==> src/design/hcl_pkg.sv <==
package hcl_pkg;

  // default length of one field buffer; a field holds up to FIELD_LEN-1 bytes
  localparam int FIELD_LEN_DEF = 32;

  localparam int BYTE_W  = 8;
  localparam int CODE_W  = 16;
  localparam int PARAM_W = 32;
  localparam int LEN_W   = 5;

  localparam logic [BYTE_W-1:0] CH_HASH  = 8'h23;
  localparam logic [BYTE_W-1:0] CH_COMMA = 8'h2C;
  localparam logic [BYTE_W-1:0] CH_CR    = 8'h0D;
  localparam logic [BYTE_W-1:0] CH_LF    = 8'h0A;
  localparam logic [BYTE_W-1:0] CH_0     = 8'h30;
  localparam logic [BYTE_W-1:0] CH_9     = 8'h39;

  typedef enum logic [2:0] {
    PH_IDLE,
    PH_CODE1,
    PH_CODE2,
    PH_SEP,
    PH_PARAM,
    PH_VALUE,
    PH_LF
  } phase_t;

  typedef enum logic [1:0] {
    EM_IDLE,
    EM_ISSUE,
    EM_HOLD
  } emit_state_t;

endpackage

==> src/design/hcl_in_if.sv <==
interface hcl_in_if;
  logic                       valid;
  logic                       ready;
  logic [hcl_pkg::BYTE_W-1:0] rx_byte;

  modport source (output valid, output rx_byte, input ready);
  modport sink (input valid, input rx_byte, output ready);
endinterface

==> src/design/hcl_out_if.sv <==
interface hcl_out_if;
  logic                        valid;
  logic                        ready;
  logic [hcl_pkg::BYTE_W-1:0]  src;
  logic [hcl_pkg::CODE_W-1:0]  command_code;
  logic [hcl_pkg::PARAM_W-1:0] parameter_res;
  logic [hcl_pkg::LEN_W-1:0]   value_length;
  logic [hcl_pkg::BYTE_W-1:0]  value_byte;
  logic [hcl_pkg::LEN_W-1:0]   byte_position;
  logic                        last;

  modport source (output valid, output src, output command_code, output parameter_res,
                  output value_length, output value_byte, output byte_position,
                  output last, input ready);
  modport sink (input valid, input src, input command_code, input parameter_res,
                input value_length, input value_byte, input byte_position,
                input last, output ready);
endinterface

==> src/design/hcl_ram.sv <==
module hcl_ram #(
  parameter int WIDTH = 8,
  parameter int DEPTH = 31
) (
  input  logic                                   clk,
  input  logic                                   we,
  input  logic [((DEPTH > 1) ? $clog2(DEPTH) : 1)-1:0] waddr,
  input  logic [WIDTH-1:0]                       wdata,
  input  logic                                   re,
  input  logic [((DEPTH > 1) ? $clog2(DEPTH) : 1)-1:0] raddr,
  output logic [WIDTH-1:0]                       rdata
);

  logic [WIDTH-1:0] mem_r [DEPTH];
  logic [WIDTH-1:0] rdata_r;

  always_ff @(posedge clk) begin
    if (we) begin
      mem_r[waddr] <= wdata;
    end
    // read data holds until the next read
    if (re) begin
      rdata_r <= mem_r[raddr];
    end
  end

  assign rdata = rdata_r;

endmodule

==> src/design/hash_command_line_parser.sv <==
// hash command line parser
// in_if carries one received byte per beat; lines look like
// '#' c1 c2 [',' decimal [',' value text]] then CR LF or LF. a '#' restarts
// the line anywhere, bytes before the first '#' are dropped, and a bad or
// over-long line is dropped without any result.
// out_if gives one beat per value byte of a finished line (last on the final
// one), or a single beat with zero value fields when there is no value text.
// cfg_we / cfg_wdata write the source id copied into every result beat.
// while a line is being parsed one byte is taken every cycle. the byte that
// ends a line hands off to the emitter, which reads the value store (a ram
// with one read port and a registered read) one result beat at a time;
// in_if.ready stays low until the last result sits in the output register,
// so no new line is taken while a finished line is being emitted.
// the ending byte moves the emitter to issue, which registers the first
// result beat, or with value text reads the store and registers it in hold.
// a stalled receiver simply holds the output register and the emitter.
// reset (rst_n low, synchronous) returns to waiting for '#'; the value
// store is not cleared, since every entry read was written in that line.
module hash_command_line_parser #(
  parameter int FIELD_LEN = hcl_pkg::FIELD_LEN_DEF
) (
  input  logic                       clk,
  input  logic                       rst_n,
  input  logic                       cfg_we,
  input  logic [hcl_pkg::BYTE_W-1:0] cfg_wdata,
  hcl_in_if.sink                     in_if,
  hcl_out_if.source                  out_if
);

  import hcl_pkg::*;

  // counters hold up to FIELD_LEN-1; store depth is FIELD_LEN-1
  localparam int CNT_W  = $clog2(FIELD_LEN);
  localparam int DEPTH  = FIELD_LEN - 1;
  localparam int ADDR_W = (DEPTH > 1) ? $clog2(DEPTH) : 1;
  localparam logic [CNT_W-1:0] FIELD_MAX = CNT_W'(FIELD_LEN - 1);

  // configuration
  logic [BYTE_W-1:0] source_id_r;

  // parser state
  phase_t             phase_r, phase_nxt;
  logic [CNT_W-1:0]   field_count_r, field_count_nxt;
  logic [CODE_W-1:0]  code_r, code_nxt;
  logic [PARAM_W-1:0] param_acc_r, param_acc_nxt;
  logic               param_stopped_r, param_stopped_nxt;
  logic [CNT_W-1:0]   value_count_r, value_count_nxt;

  // emitter state
  emit_state_t        em_state_r, em_state_nxt;
  logic [CNT_W-1:0]   em_k_r, em_k_nxt;

  // output register
  logic               out_valid_r, out_valid_nxt;
  logic [CODE_W-1:0]  out_code_r, out_code_nxt;
  logic [BYTE_W-1:0]  out_src_r, out_src_nxt;
  logic [PARAM_W-1:0] out_param_r, out_param_nxt;
  logic [LEN_W-1:0]   out_len_r, out_len_nxt;
  logic [BYTE_W-1:0]  out_byte_r, out_byte_nxt;
  logic [LEN_W-1:0]   out_pos_r, out_pos_nxt;
  logic               out_last_r, out_last_nxt;

  // value store ports
  logic              ram_we;
  logic [ADDR_W-1:0] ram_waddr;
  logic              ram_re;
  logic [BYTE_W-1:0] ram_rdata;

  logic              in_fire;
  logic              done;
  logic              out_free;
  logic [BYTE_W-1:0] c;

  assign c        = in_if.rx_byte;
  // input is held off while a finished line is being emitted
  assign in_if.ready = (em_state_r == EM_IDLE);
  assign in_fire  = in_if.valid && in_if.ready;
  assign out_free = !out_valid_r || out_if.ready;

  hcl_ram #(
    .WIDTH (BYTE_W),
    .DEPTH (DEPTH)
  ) u_value_store (
    .clk   (clk),
    .we    (ram_we),
    .waddr (ram_waddr),
    .wdata (c),
    .re    (ram_re),
    .raddr (em_k_r[ADDR_W-1:0]),
    .rdata (ram_rdata)
  );

  assign ram_waddr = field_count_r[ADDR_W-1:0];

  // parser: one byte per accepted beat
  always_comb begin
    phase_nxt         = phase_r;
    field_count_nxt   = field_count_r;
    code_nxt          = code_r;
    param_acc_nxt     = param_acc_r;
    param_stopped_nxt = param_stopped_r;
    value_count_nxt   = value_count_r;
    ram_we            = 1'b0;
    done              = 1'b0;

    if (in_fire) begin
      if (c == CH_HASH) begin
        // start of a new line, whatever came before
        phase_nxt         = PH_CODE1;
        field_count_nxt   = '0;
        code_nxt          = '0;
        param_acc_nxt     = '0;
        param_stopped_nxt = 1'b0;
        value_count_nxt   = '0;
      end else begin
        case (phase_r)
          PH_CODE1: begin
            code_nxt  = {8'h00, c};
            phase_nxt = PH_CODE2;
          end
          PH_CODE2: begin
            code_nxt  = {code_r[7:0], c};
            phase_nxt = PH_SEP;
          end
          PH_SEP: begin
            if (c == CH_COMMA) begin
              phase_nxt = PH_PARAM;
            end else if (c == CH_CR) begin
              phase_nxt = PH_LF;
            end else if (c == CH_LF) begin
              done = 1'b1;
            end else begin
              phase_nxt = PH_IDLE;
            end
          end
          PH_PARAM: begin
            if (c == CH_COMMA || c == CH_CR || c == CH_LF) begin
              field_count_nxt = '0;
              if (c == CH_COMMA) begin
                phase_nxt = PH_VALUE;
              end else if (c == CH_CR) begin
                phase_nxt = PH_LF;
              end else begin
                done = 1'b1;
              end
            end else if (field_count_r < FIELD_MAX) begin
              field_count_nxt = field_count_r + CNT_W'(1);
              if (!param_stopped_r) begin
                if (c inside {[CH_0:CH_9]}) begin
                  // acc*10 as two shifts and one add
                  param_acc_nxt = (param_acc_r << 3) + (param_acc_r << 1)
                                  + PARAM_W'(c[3:0]);
                end else begin
                  param_stopped_nxt = 1'b1;
                end
              end
            end else begin
              phase_nxt = PH_IDLE;
            end
          end
          PH_VALUE: begin
            if (c == CH_CR || c == CH_LF) begin
              value_count_nxt = field_count_r;
              if (c == CH_CR) begin
                phase_nxt = PH_LF;
              end else begin
                done = 1'b1;
              end
            end else if (field_count_r < FIELD_MAX) begin
              ram_we          = 1'b1;
              field_count_nxt = field_count_r + CNT_W'(1);
            end else begin
              phase_nxt = PH_IDLE;
            end
          end
          PH_LF: begin
            if (c == CH_LF) begin
              done = 1'b1;
            end else begin
              phase_nxt = PH_IDLE;
            end
          end
          default: begin
            phase_nxt = PH_IDLE;
          end
        endcase
        if (done) begin
          phase_nxt = PH_IDLE;
        end
      end
    end
  end

  // emitter: read one value byte, then move it into the output register; a line without value text gets one beat
  always_comb begin
    em_state_nxt  = em_state_r;
    em_k_nxt      = em_k_r;
    ram_re        = 1'b0;
    out_valid_nxt = out_valid_r && !out_if.ready;
    out_src_nxt   = out_src_r;
    out_code_nxt  = out_code_r;
    out_param_nxt = out_param_r;
    out_len_nxt   = out_len_r;
    out_byte_nxt  = out_byte_r;
    out_pos_nxt   = out_pos_r;
    out_last_nxt  = out_last_r;

    case (em_state_r)
      EM_IDLE: begin
        if (done) begin
          em_state_nxt = EM_ISSUE;
          em_k_nxt     = '0;
        end
      end
      EM_ISSUE: begin
        if (value_count_r == '0) begin
          // no value text: one beat with zero value fields
          if (out_free) begin
            out_valid_nxt = 1'b1;
            out_src_nxt   = source_id_r;
            out_code_nxt  = code_r;
            out_param_nxt = param_acc_r;
            out_len_nxt   = '0;
            out_byte_nxt  = '0;
            out_pos_nxt   = '0;
            out_last_nxt  = 1'b1;
            em_state_nxt  = EM_IDLE;
          end
        end else begin
          ram_re       = 1'b1;
          em_state_nxt = EM_HOLD;
        end
      end
      EM_HOLD: begin
        // read data is held until the output register frees up
        if (out_free) begin
          out_valid_nxt = 1'b1;
          out_src_nxt   = source_id_r;
          out_code_nxt  = code_r;
          out_param_nxt = param_acc_r;
          out_len_nxt   = LEN_W'(value_count_r);
          out_byte_nxt  = ram_rdata;
          out_pos_nxt   = LEN_W'(em_k_r);
          out_last_nxt  = (em_k_r + CNT_W'(1) == value_count_r);
          em_k_nxt      = em_k_r + CNT_W'(1);
          em_state_nxt  = (em_k_r + CNT_W'(1) == value_count_r) ? EM_IDLE : EM_ISSUE;
        end
      end
      default: begin
        em_state_nxt = EM_IDLE;
      end
    endcase
  end

  always_ff @(posedge clk) begin
    if (!rst_n) begin
      source_id_r     <= '0;
      phase_r         <= PH_IDLE;
      field_count_r   <= '0;
      code_r          <= '0;
      param_acc_r     <= '0;
      param_stopped_r <= 1'b0;
      value_count_r   <= '0;
      em_state_r      <= EM_IDLE;
      em_k_r          <= '0;
      out_valid_r     <= 1'b0;
    end else begin
      if (cfg_we) begin
        source_id_r <= cfg_wdata;
      end
      phase_r         <= phase_nxt;
      field_count_r   <= field_count_nxt;
      code_r          <= code_nxt;
      param_acc_r     <= param_acc_nxt;
      param_stopped_r <= param_stopped_nxt;
      value_count_r   <= value_count_nxt;
      em_state_r      <= em_state_nxt;
      em_k_r          <= em_k_nxt;
      out_valid_r     <= out_valid_nxt;
    end
  end

  // result payload, no reset
  always_ff @(posedge clk) begin
    out_src_r   <= out_src_nxt;
    out_code_r  <= out_code_nxt;
    out_param_r <= out_param_nxt;
    out_len_r   <= out_len_nxt;
    out_byte_r  <= out_byte_nxt;
    out_pos_r   <= out_pos_nxt;
    out_last_r  <= out_last_nxt;
  end

  assign out_if.valid         = out_valid_r;
  assign out_if.src           = out_src_r;
  assign out_if.command_code  = out_code_r;
  assign out_if.parameter_res = out_param_r;
  assign out_if.value_length  = out_len_r;
  assign out_if.value_byte    = out_byte_r;
  assign out_if.byte_position = out_pos_r;
  assign out_if.last          = out_last_r;

endmodule

==> src/flat_wrapper.sv <==
// flat-port wrapper written by rule: the top's interface ports become plain ports
module hash_command_line_parser_flat import hcl_pkg::*;
#(
  parameter int FIELD_LEN = hcl_pkg::FIELD_LEN_DEF
)
  (clk, rst_n, cfg_we, cfg_wdata, in_if_valid, in_if_rx_byte, in_if_ready, out_if_valid, out_if_src, out_if_command_code, out_if_parameter_res, out_if_value_length, out_if_value_byte, out_if_byte_position, out_if_last, out_if_ready);
  hcl_in_if in_if_i ();
  hcl_out_if out_if_i ();
  input  logic clk;
  input  logic rst_n;
  input  logic cfg_we;
  input  logic [hcl_pkg::BYTE_W-1:0] cfg_wdata;
  input wire logic [$bits(in_if_i.valid)-1:0] in_if_valid;
  input wire logic [$bits(in_if_i.rx_byte)-1:0] in_if_rx_byte;
  output wire logic [$bits(in_if_i.ready)-1:0] in_if_ready;
  output wire logic [$bits(out_if_i.valid)-1:0] out_if_valid;
  output wire logic [$bits(out_if_i.src)-1:0] out_if_src;
  output wire logic [$bits(out_if_i.command_code)-1:0] out_if_command_code;
  output wire logic [$bits(out_if_i.parameter_res)-1:0] out_if_parameter_res;
  output wire logic [$bits(out_if_i.value_length)-1:0] out_if_value_length;
  output wire logic [$bits(out_if_i.value_byte)-1:0] out_if_value_byte;
  output wire logic [$bits(out_if_i.byte_position)-1:0] out_if_byte_position;
  output wire logic [$bits(out_if_i.last)-1:0] out_if_last;
  input wire logic [$bits(out_if_i.ready)-1:0] out_if_ready;
  assign in_if_i.valid = in_if_valid;
  assign in_if_i.rx_byte = in_if_rx_byte;
  assign in_if_ready = in_if_i.ready;
  assign out_if_valid = out_if_i.valid;
  assign out_if_src = out_if_i.src;
  assign out_if_command_code = out_if_i.command_code;
  assign out_if_parameter_res = out_if_i.parameter_res;
  assign out_if_value_length = out_if_i.value_length;
  assign out_if_value_byte = out_if_i.value_byte;
  assign out_if_byte_position = out_if_i.byte_position;
  assign out_if_last = out_if_i.last;
  assign out_if_i.ready = out_if_ready;
  hash_command_line_parser #(.FIELD_LEN(FIELD_LEN)) u_core (.clk(clk), .rst_n(rst_n), .cfg_we(cfg_we), .cfg_wdata(cfg_wdata), .in_if(in_if_i), .out_if(out_if_i));
endmodule
==> config.mk <==
export PLATFORM = sky130hd
export DESIGN_NAME = hash_command_line_parser_flat
export DESIGN_NICKNAME = d
export VERILOG_FILES = /design/src/design/hcl_pkg.sv /design/src/design/hcl_in_if.sv /design/src/design/hcl_out_if.sv /design/src/design/hcl_ram.sv /design/src/design/hash_command_line_parser.sv /design/src/flat_wrapper.sv
export SDC_FILE = /design/constraint.sdc
export NUM_CORES = 1
export LEC_CHECK = 0
export BUFFER_PORTS_ARGS = -buffer_cell sky130_fd_sc_hd__buf_2
export CORE_MARGIN = 8
export CORE_UTILIZATION = 25
export DETAILED_ROUTE_END_ITERATION = 6
export SLEW_MARGIN = 20
export SYNTH_ARGS = -nofsm -noshare
export SYNTH_HDL_FRONTEND = slang
export SYNTH_SLANG_ARGS = --single-unit
==> constraint.sdc <==
create_clock -name clk -period 11.48 [get_ports clk]
set_input_delay 2.296 -clock clk [delete_from_list [all_inputs] [get_ports clk]]
set_output_delay 2.296 -clock clk [all_outputs]
set_load 0.01 [all_outputs]
Yosys cells after proc, flatten, opt, wreduce, memory -nomap -nowiden
Memory sizes are Yosys's and may differ from the RTL's. A register that Yosys moved wholly into a read port is not among the register bits.
Index checks and enable logic that the tools add are counted.

cells by class
  $add $sub $neg = 4
  equal/unequal tests = 21
  mux-type cells = 89
  reduce and logical (&&, ||, !) cells = 29
  $lt $le $gt $ge = 3

operators by type and width
  cell                                                               number
  2-to-1 mux 32 bit                                                  8
  2-to-1 mux 5 bit                                                   13
  case mux 16 bit (2 select lines)                                   2
  case mux 32 bit (2 select lines)                                   1
  2-to-1 mux 16 bit                                                  3
  2-to-1 mux 8 bit                                                   5
  case mux 5 bit (2 select lines)                                    4
  adder 32 bit                                                       1
  adder 32 x 4 -> 32 bit                                             1
  2-to-1 mux 1 bit                                                   32
  case mux 8 bit (2 select lines)                                    2
  2-to-1 mux 3 bit                                                   10
  case mux 3 bit (6 select lines)                                    1
  == test 8 x 4 -> 1 bit, second input constant                      2
  == test 8 x 6 -> 1 bit, second input constant                      2
  nonzero test 2 bit                                                 7
  AND reduction 3 bit                                                4
  adder 5 x 1 -> 5 bit, second input constant                        2
  == test 3 bit, second input constant                               3
  greater-or-equal comparator 8 x 6 -> 1 bit, second input constant  1
  less-or-equal comparator 8 x 6 -> 1 bit, second input constant     1
  2-to-1 mux 2 bit                                                   4
  != test 2 x 1 -> 1 bit, second input constant                      4
  AND reduction 4 bit                                                2
  19 further kinds                                                   31

storage, ports and cells
  bits of input ports = 21
  flip-flop bits (word level) = 153
  memories kept = 1
  memory bits (writable) = 248
  logic and storage cells = 164
  output and inout port bits = 77

memories
  memory                      depth  width  read ports  clocked after Yosys merged registers in  wr ports  RTL line       text
  u_core.u_value_store.mem_r  31     8      1           1                                        1         hcl_ram.sv:14  logic [WIDTH-1:0] mem_r [DEPTH];

Depth between registers and ports, before layout
Gate-level depths: netlist of run 1.

  depth in word-level cells = 11
  depth in mapped cells = 12
  mapped depth without buffers = 12

Hierarchy
From an unflattened synthesis of run 1, not the netlist that was laid out.

unflattened totals
  cells, all modules = 1339
  area total of the unflattened synthesis = 18068.6 µm²

modules (own cells, without submodules)
  module                    times used  area an instance (µm²)  cells each  sequential area each (µm²)
  hcl_ram                   1           10188.5                 561         7687.4
  hash_command_line_parser  1           7880.1                  778         3813.7

Worst setup path before layout of run 1
Ideal clock, no wire load.

  kind = input to register
  start = input out_if_ready
  end = register u_core.out_code_r[0], in the netlist u_core.out_if.command_code[0] (enable)
  stages = 2
  path slack = 5876 ps
  path buffers = 0
  arrival time = 5116 ps
  setup time = 488 ps
  required time = 10992 ps
  path through = nor2b_1 -> a21oi_1

RTL lines
  item                  RTL line                         text
  from (decl)           flat_wrapper.sv:24               input wire logic [$bits(out_if_i.ready)-1:0] out_if_ready;
  to (signal assigned)  hash_command_line_parser.sv:286  out_code_r <= out_code_nxt;
  to (decl)             hash_command_line_parser.sv:55   logic [CODE_W-1:0] out_code_r, out_code_nxt;

Worst setup path after layout of run 1
  start = input in_if_rx_byte[3]
  end = register u_core.param_acc_r[26]

between the ends
  word-level cells in the longest chain between the ends = 7
  elaborated cells on any way between the ends = 22
  those cells by class = 1 x add/sub; 2 x order compare; 6 x eq/ne; 6 x mux; 7 x reduce/logical

ends and longest elaborated chain
  item                    RTL line                         text
  from (decl)             flat_wrapper.sv:14               input wire logic [$bits(in_if_i.rx_byte)-1:0] in_if_rx_byte;
  adder 32 x 4 -> 32 bit  hash_command_line_parser.sv:152  + PARAM_W'(c[3:0]);
  2-to-1 mux 32 bit       hash_command_line_parser.sv:149  if (c inside {[CH_0:CH_9]}) begin
  2-to-1 mux 32 bit       hash_command_line_parser.sv:148  if (!param_stopped_r) begin
  2-to-1 mux 32 bit       hash_command_line_parser.sv:146  end else if (field_count_r < FIELD_MAX) begin
  2-to-1 mux 32 bit       hash_command_line_parser.sv:137  if (c == CH_COMMA || c == CH_CR || c == CH_LF) begin
  2-to-1 mux 32 bit       hash_command_line_parser.sv:116  case (phase_r)
  2-to-1 mux 32 bit       hash_command_line_parser.sv:107  if (c == CH_HASH) begin
  to (signal assigned)    hash_command_line_parser.sv:274  param_acc_r <= param_acc_nxt;
  to (decl)               hash_command_line_parser.sv:45   logic [PARAM_W-1:0] param_acc_r, param_acc_nxt;

Parallel ways exist; a longest one is shown, timed or not. The select of a mux whose other input is x is not followed.
A chain may end at the register's enable or synchronous reset.

==> impl_metrics.env, run 1 <==
export IMPL_cts_path_max_buffers=3
export IMPL_max_cap_violations=0
export IMPL_power_frac_clock_pct=46.6
export IMPL_hold_buffers=0
export IMPL_grt_pass1_vias=10884
export IMPL_skew_ps=17.2
export IMPL_synth_top_area_share_pct=55.8
export IMPL_p_seq_share_pct=51.9
export IMPL_globalplace_congestion=0.836
export IMPL_reg2reg_from="u_core.em_state_r[0]$_SDFFE_PN0P_"
export IMPL_power_share_combinational_pct=1.6
export IMPL_drive_above_1_share_pct=17.9
export IMPL_cts_tree="yes"
export IMPL_diodes=0
export IMPL_holdWs_ps=430
export IMPL_overflow=0
export IMPL_netlist_top_cells_area="edfxtp_1, dfxtp_1, mux4_2, ha_1, mux2i_1"
export IMPL_initial_utilization_pct=25.1
export IMPL_p_leak_nw=6.85
export IMPL_rsz0062_at_grt="no"
export IMPL_crit_start="in_if_rx_byte[3]"
export IMPL_syn_num_nets=1336
export IMPL_cp_max_fo=35
export IMPL_cts_resized_gates=0
export IMPL_drt_first_pass_iters=5
export IMPL_synthArstFlopShare_pct=0
export IMPL_internal_power_mw=2.48
export IMPL_routed_wl_mm=40.6
export IMPL_p_sw_mw=0.608
export IMPL_timing_slew_headroom_pct=30.4
export IMPL_synthCells=1246
export IMPL_reg2reg_to="u_core.u_value_store.mem_r[9][6]$_DFFE_PP_"
export IMPL_ir_drop_v=0.0000924
export IMPL_vias=10642
export IMPL_layout_common_cells="edfxtp_1, nand2_1, buf_2, dfxtp_1, nor2_1"
export IMPL_finalMaxSlewViolations=0
export IMPL_cp_start_kind="primary input"
export IMPL_antenna_found_initial=1
export IMPL_end_kind="register"
export IMPL_io_pins=98
export IMPL_fmax_mhz=186
export IMPL_die_h_um=283
export IMPL_portBuffers=97
export IMPL_hold_depth=0
export IMPL_synth_top_cell_by_area="edfxtp_1"
export IMPL_clkTransAtPathRegs_ps=50
export IMPL_wl_per_cell_um=17.4
export IMPL_grt_start_max_net_pins=57
export IMPL_tightest_slew_ps=1040
export IMPL_synth_seq_cells=409
export IMPL_dpl_hpwl_mm=26.9
export IMPL_syn2layout_area_growth_pct=16.7
export IMPL_die_x_um=283
export IMPL_outcome="finished, final reports clean"
export IMPL_critPathRequiredTime_ps=11900
export IMPL_report_final_hold_viol_count=0
export IMPL_layout_commonest_cell="edfxtp_1"
export IMPL_rrSetupSlack_ps=7970
export IMPL_finalCritPeriodShare_pct=46.8
export IMPL_drtIter0Drc=671
export IMPL_track_usage_pct=9.91
export IMPL_p_sw_share_pct=19.7
export IMPL_ant_nets=0
export IMPL_synth_warnings=0
export IMPL_via_per_inst=4.56
export IMPL_power_density_nw_per_um2=149
export IMPL_hold_class="reg2reg"
export IMPL_hold_path_startpoint="u_core.code_r[13]$_SDFFE_PN0P_"
export IMPL_ys_seq_area_share_pct=64.6
export IMPL_grt_pass1_wl_mm=63.4
export IMPL_syn_area_sq_um=17800
export IMPL_reg2regPathDepth=7
export IMPL_clockRootBuffer="clkbuf_16"
export IMPL_drc=0
export IMPL_cts_buffers=44
export IMPL_syn_area_per_cell_sq_um=14.3
export IMPL_htreeDepth=2
export IMPL_tns_ps=0
export IMPL_synth_edf_count=331
export IMPL_clk_latency_ps=570
export IMPL_coreArea_sq_um=71000
export IMPL_worstSetupPathType="in2reg"
export IMPL_synth_ff_type="edfxtp_1"
export IMPL_dieArea_sq_um=80000
export IMPL_setup_viol=0
export IMPL_post_cts_repair_setup_buffers=0
export IMPL_num_nets_final=1438
export IMPL_fillCellCount=7056
export IMPL_ys_types=83
export IMPL_crit_arrival_ps=5800
export IMPL_cts_sinks=409
export IMPL_finalCriticalPeriod_ps=5370
export IMPL_hold_path_endpoint="u_core.out_if.command_code[13]$_DFFE_PP_"
export IMPL_rows=98
==> power by group through the flow <==
| stage | combinational [mW] | clock [mW] | sequential [mW] |
|---|---|---|---|
| finish | 0.0488 | 1.44 | 1.60 |
| global route | 0.0542 | 1.54 | 1.60 |
| CTS | 0.0499 | 1.49 | 1.60 |
| detailed placement | 0.0498 | 0 | 1.63 |
| global placement | 0.0484 | 0 | 1.63 |
| floorplan | 0.0240 | 0 | 1.63 |
==> critical path, stage by stage <==
cell and delay, ps:
buf_2 80, buf_4 340, inv_1 180, fa_1 560, inv_1 70, fa_1 460
a21o_1 230, a311o_1 380, a21o_1 160, o21ai_1 190, a21oi_1 160, o41ai_2 390
xor2_1 180, o21ai_0 80
==> area by class of cell <==
cell class | count | area (sq um) | area share (%)
Timing Repair Buffer | 108 | 568 | 2.73
Tap cell | 950 | 1190 | 5.72
Multi-Input combinational cell | 764 | 5990 | 28.8
Clock buffer | 60 | 1160 | 5.59
Inverter | 21 | 83.8 | 0.403
Sequential cell | 409 | 11500 | 55.4
Clock inverter | 20 | 292 | 1.40
==> how the worst max path moves through the flow <==
stage                                         endpoint  slack [ps]  depth (start not counted)
4_1_cts            u_core.param_acc_r[26]$_SDFFE_PN0P_        6100                         14
3_3_place_gp       u_core.param_acc_r[18]$_SDFFE_PN0P_        5630                         14
3_5_place_dp       u_core.param_acc_r[26]$_SDFFE_PN0P_        5500                         14
6_report           u_core.param_acc_r[26]$_SDFFE_PN0P_        6110                         14
2_1_floorplan  u_core.out_if.command_code[0]$_DFFE_PP_        5880                          2
5_1_grt            u_core.param_acc_r[26]$_SDFFE_PN0P_        5890                         14
==> routing by layer <==
layer	track usage, %	vias to the layer above	part of all wire (%)
met4	3.66	2	2.7
met5	0	-	0.032
li1	-	5005	-
met2	16.9	242	49
met3	2.30	74	5.3
met1	12.1	5319	43
==> state kept, by name, summed over array words and instances (netlist names) <==
name / flops
u_core.u_value_store.mem_r: 248
u_core.out_if.parameter_res: 32
u_core.param_acc_r: 32
u_core.code_r: 16
u_core.out_if.command_code: 16
u_core.out_if.src: 8
u_core.out_if.value_byte: 8
u_core.source_id_r: 8
u_core.u_value_store.rdata: 8
u_core.em_k_r: 5
u_core.field_count_r: 5
u_core.out_if.byte_position: 5
u_core.out_if.value_length: 5
u_core.value_count_r: 5
u_core.phase_r: 3
u_core.em_state_r: 2
u_core.out_if.last: 1
u_core.out_if.valid: 1
u_core.param_stopped_r: 1
==> cell families after synthesis <==
family                   after synthesis  synth area share (%)
flip-flops                           409                  64.6
AND/OR/NAND/NOR                      336                  9.57
AO/OA/AOI/OAI                        238                  9.12
multiplexers                          95                  8.58
buffers and inverters                 73                  1.95
adder cells (fa/ha/maj)               69                  4.93
XOR/XNOR                              26                  1.28
==> stage by stage <==
stage          util (%)  cells  worst slack, ps  area [sq um]  power (mW)
3_5_place_dp       27.2   2252             5500         19300        1.68
3_3_place_gp       27.2   2252             5630         19300        1.68
2_1_floorplan         -   1246             5880         17800        1.66
6_report           29.3   2332             6110         20800        3.09
5_1_grt            29.3   2332             5890         20800        3.20
4_1_cts            29.3   2332             6100         20800        3.14
==> Yosys cell counts (4+ instances only) <==
cell type	number
nand2_1	106
clkbuf_1	29
nand3_1	29
a21o_1	15
edfxtp_1	331
a22oi_1	10
nor3b_1	7
mux2i_1	48
or3_1	6
nand2b_1	11
xnor2_1	15
xor2_1	11
and3_1	6
o221ai_1	18
nor2_1	73
a31oi_1	10
a211oi_1	5
inv_1	19
dfxtp_1	78
nand3b_1	6
buf_6	4
a21boi_0	18
and2_1	21
nor4_1	4
nor3_1	12
buf_2	12
a22o_1	6
o21ai_1	5
o31ai_1	9
mux4_2	46
o22ai_1	5
o21ai_0	52
a21oi_1	38
o21a_1	11
nor2b_1	30
ha_1	67
(Power assumes the default switching activity.)
==> run 2: changes to the inputs <==
==> constraint.sdc (replaced) <==
create_clock -name clk -period 4.67 [get_ports clk]
set_input_delay 0.934 -clock clk [delete_from_list [all_inputs] [get_ports clk]]
set_output_delay 0.934 -clock clk [all_outputs]
set_load 0.01 [all_outputs]
==> run 2 against run 1 <==
Compared with the run above: worst hold slack improved by 1.7 ps; cell count grew 1.9%; clock-buffer cell count shrank 7; core utilization is 0.41 points higher; register-to-register slack got worse by 6700 ps; global-route usage rose by 0.67 points; critical path type unchanged.
==> impl_metrics.env, run 2 (synthesis gave the netlist of run 1 again) <==
export IMPL_ir_drop_v=0.000214
export IMPL_critPathRequiredTime_ps=5090
export IMPL_die_x_um=283
export IMPL_end_kind="register"
export IMPL_power_frac_clock_pct=45.8
export IMPL_diodes=0
export IMPL_layout_setup_ws_ps=1060
export IMPL_finalCritPeriodShare_pct=77.3
export IMPL_globalplace_congestion=0.848
export IMPL_drt_first_pass_iters=5
export IMPL_die_h_um=283
export IMPL_portBuffers=97
export IMPL_internal_power_mw=5.98
export IMPL_layout_common_cells="edfxtp_1, nand2_1, buf_2, dfxtp_1, nor2_1"
export IMPL_largest_register="u_core.u_value_store.mem_r"
export IMPL_cts_sinks=409
export IMPL_hold_class="reg2reg"
export IMPL_finalCriticalPeriod_ps=3610
export IMPL_place_area_sq_um=19700
export IMPL_htreeDepth=2
export IMPL_crit_arrival_ps=4030
export IMPL_cts_tree="yes"
export IMPL_rows=98
export IMPL_dieArea_sq_um=80000
export IMPL_final_util_pct=29.7
export IMPL_post_cts_repair_setup_buffers=0
export IMPL_outcome="finished, final reports clean"
export IMPL_overflow=0
export IMPL_io_pins=98
export IMPL_clockRootBuffer="clkbuf_16"
export IMPL_cts_resized_gates=0
export IMPL_p_seq_share_pct=52.5
export IMPL_power_density_nw_per_um2=356
export IMPL_p_leak_nw=7.08
export IMPL_grt_pass1_vias=10903
export IMPL_clkTransAtPathRegs_ps=60
export IMPL_timing_slew_headroom_pct=34.1
export IMPL_antenna_found_initial=3
export IMPL_setup_viol=0
export IMPL_tightest_slew_ps=981
export IMPL_fin_area_sq_um=21100
export IMPL_tns_ps=0
export IMPL_fillCellCount=7048
export IMPL_wl_per_cell_um=18.3
export IMPL_num_nets_final=1482
export IMPL_drc=0
export IMPL_vias=10879
export IMPL_cts_buffers=44
export IMPL_max_cap_violations=0
export IMPL_report_final_hold_viol_count=0
export IMPL_largest_register_ffs=248
export IMPL_initial_utilization_pct=25.1
export IMPL_syn2layout_area_growth_pct=18.3
export IMPL_dpl_hpwl_mm=29.7
export IMPL_coreArea_sq_um=71000
export IMPL_worstSetupPathType="in2reg"
export IMPL_drive_above_1_share_pct=20.8
export IMPL_cts_path_max_buffers=3
export IMPL_layout_commonest_cell="edfxtp_1"
export IMPL_cp_max_fo=4
export IMPL_via_per_inst=4.58
export IMPL_routed_wl_mm=43.4
export IMPL_drtIter0Drc=977
export IMPL_cp_start_kind="primary input"
export IMPL_finalMaxSlewViolations=0
export IMPL_grt_pass1_wl_mm=67.2
export IMPL_p_sw_share_pct=20.4
export IMPL_dp_slack_ps=437
export IMPL_clk_latency_ps=570
export IMPL_grt_start_max_net_pins=57
export IMPL_p_sw_mw=1.53
export IMPL_skew_ps=16.0
export IMPL_post_place_cells=2296
export IMPL_rsz0062_at_grt="no"
export IMPL_ant_nets=0
export IMPL_fmax_mhz=277
export IMPL_fin_cells=2376
export IMPL_track_usage_pct=10.6
export IMPL_power_share_combinational_pct=1.7
export IMPL_hold_buffers=0
run 2: cell types whose count changed in the layout (fill, tap and decap cells not counted), moves of 2 or more:
| cell | before | now |
|---|---|---|
| bufinv_16 | 7 | 4 |
| buf_4 | 11 | 55 |
| clkbuf_1 | 16 | 7 |
| clkinv_1 | 2 | 7 |
| clkinv_2 | 9 | 11 |
| inv_6 | 2 | 4 |
run 2: stage by stage:
stage | power, mW | hold slack [ps]
after floorplan | 4.07 | 408
after global placement | 4.15 | 410
after detailed placement | 4.15 | 415
after CTS | 7.61 | 434
after global routing | 7.76 | 440
final | 7.51 | 432
run 2: final cells by class:
class	count	area, sq um	area share, %
Sequential cell	409	11500	54.6
Multi-Input combinational cell	764	5980	28.4
Tap cell	950	1190	5.64
Clock buffer	53	1170	5.53
Timing Repair Buffer	152	898	4.26
Clock inverter	27	254	1.21
Inverter	21	83.8	0.398
run 2: path summary, 6_finish.rpt:
check | from | endpoint | slack, ps | depth (start not counted)
setup / recovery | in_if_rx_byte[3] | u_core.param_acc_r[26]$_SDFFE_PN0P_ | 1060 | 13
hold / removal | u_core.source_id_r[5]$_SDFFE_PN0P_ | u_core.out_if.src[5]$_DFFE_PP_ | 430 | 0
setup reg to reg | u_core.param_acc_r[0]$_SDFFE_PN0P_ | u_core.param_acc_r[26]$_SDFFE_PN0P_ | 1260 | 12
hold reg to reg | u_core.source_id_r[5]$_SDFFE_PN0P_ | u_core.out_if.src[5]$_DFFE_PP_ | 430 | 0
run 2: worst max-delay path: stages:
cell and delay (ps):
buf_2 150, inv_1 120, fa_1 550, inv_1 80, fa_1 450, a21o_1 220, a311o_1 370, a21o_1 160
o21ai_1 180, a21oi_1 150, o41ai_2 360, xor2_1 210, o21ai_0 90
run 2: power groups by stage:
stage	logic [mW]	clock network [mW]	registers, mW
6_report	0.131	3.44	3.94
5_1_grt	0.146	3.67	3.94
4_1_cts	0.135	3.54	3.94
3_5_place_dp	0.135	0	4.02
3_3_place_gp	0.132	0	4.02
2_1_floorplan	0.0589	0	4.01
run 2: metal layers:
layer  up-vias  track usage, %  part of all wire, %
li1       5106               -                    -
met1      5409            13.5                   42
met2       291            17.6                   49
met3        69            2.60                  6.5
met4         4            3.31                  2.4
met5         -               0                0.060
==> run 3: changes to the inputs <==
==> constraint.sdc (replaced) <==
create_clock -name clk -period 3.5 [get_ports clk]
set_input_delay 0.7 -clock clk [delete_from_list [all_inputs] [get_ports clk]]
set_output_delay 0.7 -clock clk [all_outputs]
set_load 0.01 [all_outputs]
==> run 3 against run 2 <==
Compared with the run above: routed wire length is essentially flat; via count grew 0.49%; non-clock buffer count grew 26; die area is the same; critical endpoint unchanged.
==> impl_metrics.env, run 3 (synthesis gave the netlist of run 1 again) <==
export IMPL_outcome="finished, final reports clean"
export IMPL_fillCellCount=7040
export IMPL_die_h_um=283
export IMPL_largest_register_ffs=248
export IMPL_largest_register="u_core.u_value_store.mem_r"
export IMPL_reg2reg_from="u_core.param_acc_r[0]$_SDFFE_PN0P_"
export IMPL_p_sw_share_pct=21.0
export IMPL_antenna_found_initial=4
export IMPL_fmax_mhz=300
export IMPL_drc=0
export IMPL_worstSetupPathType="reg2reg"
export IMPL_regArea_sq_um=11500
export IMPL_dpl_hpwl_mm=29.3
export IMPL_drtIter0Drc=892
export IMPL_cp_start_kind="register"
export IMPL_ir_drop_v=0.000334
export IMPL_p_seq_share_pct=50.8
export IMPL_track_usage_pct=10.5
export IMPL_grt_pass1_wl_mm=66.9
export IMPL_internal_power_mw=8.17
export IMPL_finalPower_mw=10.3
export IMPL_cts_buffers=46
export IMPL_cts_path_max_buffers=3
export IMPL_coreArea_sq_um=71000
export IMPL_hold_buffers=0
export IMPL_power_frac_clock_pct=47.5
export IMPL_diodes=0
export IMPL_wl_per_cell_um=18.0
export IMPL_layout_common_cells="edfxtp_1, nand2_1, buf_2, buf_4, dfxtp_1"
export IMPL_multi_input_area_sq_um=5990
export IMPL_clockRootBuffer="clkbuf_16"
export IMPL_tns_ps=0
export IMPL_drive_above_1_share_pct=22.6
export IMPL_critPathRequiredTime_ps=3940
export IMPL_die_x_um=283
export IMPL_crit_start="u_core.param_acc_r[0]$_SDFFE_PN0P_"
export IMPL_via_per_inst=4.54
export IMPL_drt_first_pass_iters=5
export IMPL_tightest_slew_ps=993
export IMPL_cp_max_fo=4
export IMPL_holdWs_ps=372
export IMPL_max_cap_violations=0
export IMPL_vias=10932
export IMPL_rsz0062_at_grt="no"
export IMPL_htreeDepth=2
export IMPL_grt_pass1_vias=11091
export IMPL_io_pins=98
export IMPL_layout_commonest_cell="edfxtp_1"
export IMPL_power_share_combinational_pct=1.7
export IMPL_dieArea_sq_um=80000
export IMPL_rows=98
export IMPL_ant_nets=0
export IMPL_syn2layout_area_growth_pct=20.5
export IMPL_cts_sinks=409
export IMPL_finalCriticalPeriod_ps=3340
export IMPL_clk_latency_ps=600
export IMPL_finalMaxSlewViolations=0
export IMPL_skew_ps=51.4
export IMPL_grt_start_max_net_pins=57
export IMPL_power_density_nw_per_um2=482
export IMPL_setup_viol=0
export IMPL_rrSetupSlack_ps=160
export IMPL_report_final_hold_viol_count=0
export IMPL_p_leak_nw=7.27
export IMPL_timing_slew_headroom_pct=33.7
export IMPL_finalCritPeriodShare_pct=95.3
export IMPL_clkTransAtPathRegs_ps=60
export IMPL_reg2regPathDepth=12
export IMPL_portBuffers=97
export IMPL_reg2reg_to="u_core.param_acc_r[26]$_SDFFE_PN0P_"
export IMPL_crit_arrival_ps=3780
export IMPL_num_nets_final=1510
export IMPL_overflow=0
export IMPL_globalplace_congestion=0.797
export IMPL_p_sw_mw=2.18
export IMPL_crit_path_end="u_core.param_acc_r[26]$_SDFFE_PN0P_"
export IMPL_cts_tree="yes"
export IMPL_routed_wl_mm=43.4
export IMPL_end_kind="register"
export IMPL_hold_class="in2reg"
export IMPL_initial_utilization_pct=25.1
-- run 3: metrics by stage --
stage / util [%] / std cells / instance area, sq um / worst slack, ps
2_1_floorplan: - / 1246 / 17800 / 17.5
3_3_place_gp: 28.0 / 2322 / 19900 / -236
3_5_place_dp: 28.0 / 2322 / 19900 / -288
4_1_cts: 30.2 / 2406 / 21400 / 141
5_1_grt: 30.2 / 2406 / 21500 / 8.70
6_report: 30.2 / 2406 / 21500 / 164
-- run 3: routing by layer --
layer	track usage [%]	vias up	part of all wire, %	wire, um
met5	0	-	0.030	13
met4	3.20	2	2.4	1030
met3	2.47	78	5.7	2460
met2	17.6	256	48	20900
met1	13.5	5441	44	18900
li1	-	5155	-	-
-- run 3: what timing repair did --
item                                    CTS  global route
setup buffers                             0             0
endpoints found under the setup margin    0             2
gates resized for setup                   0             3
-- run 3: power groups by stage --
stage          sequential (mW)  combinational (mW)  clock, mW
2_1_floorplan             5.36              0.0786          0
3_3_place_gp              5.36               0.174          0
3_5_place_dp              5.36               0.179          0
4_1_cts                   5.25               0.180       5.06
5_1_grt                   5.25               0.195       5.22
6_report                  5.25               0.176       4.92
-- run 3: how the worst min path moves through the flow --
stage	start	to	slack (ps)	cells after the start
2_1_floorplan	u_core.source_id_r[0]$_SDFFE_PN0P_	u_core.out_if.src[0]$_DFFE_PP_	410	0
3_3_place_gp	u_core.source_id_r[2]$_SDFFE_PN0P_	u_core.out_if.src[2]$_DFFE_PP_	410	0
3_5_place_dp	u_core.source_id_r[5]$_SDFFE_PN0P_	u_core.out_if.src[5]$_DFFE_PP_	420	0
4_1_cts	cfg_wdata[0]	u_core.source_id_r[0]$_SDFFE_PN0P_	340	3
5_1_grt	cfg_wdata[7]	u_core.source_id_r[7]$_SDFFE_PN0P_	370	3
6_report	cfg_wdata[0]	u_core.source_id_r[0]$_SDFFE_PN0P_	370	3
-- run 3: layout make-up --
class | instances | share of cell area (%)
clock buffers | 53 | 5.63
clock inverters | 31 | 1.63
inverters | 21 | 0.391
multi-input cells | 764 | 27.9
flip-flops and latches | 409 | 53.6
well taps | 950 | 5.54
repair buffers | 178 | 5.27
-- run 3: critical path, cell delays in order (launching register included) --
cell and delay, ps:
dfxtp_2 360, inv_1 60, fa_1 500, inv_1 70, fa_1 450, a21o_1 220
a311o_1 380, a21o_1 170, o21ai_2 150, a21oi_2 100, o41ai_2 430, xor2_1 210
o21ai_0 100
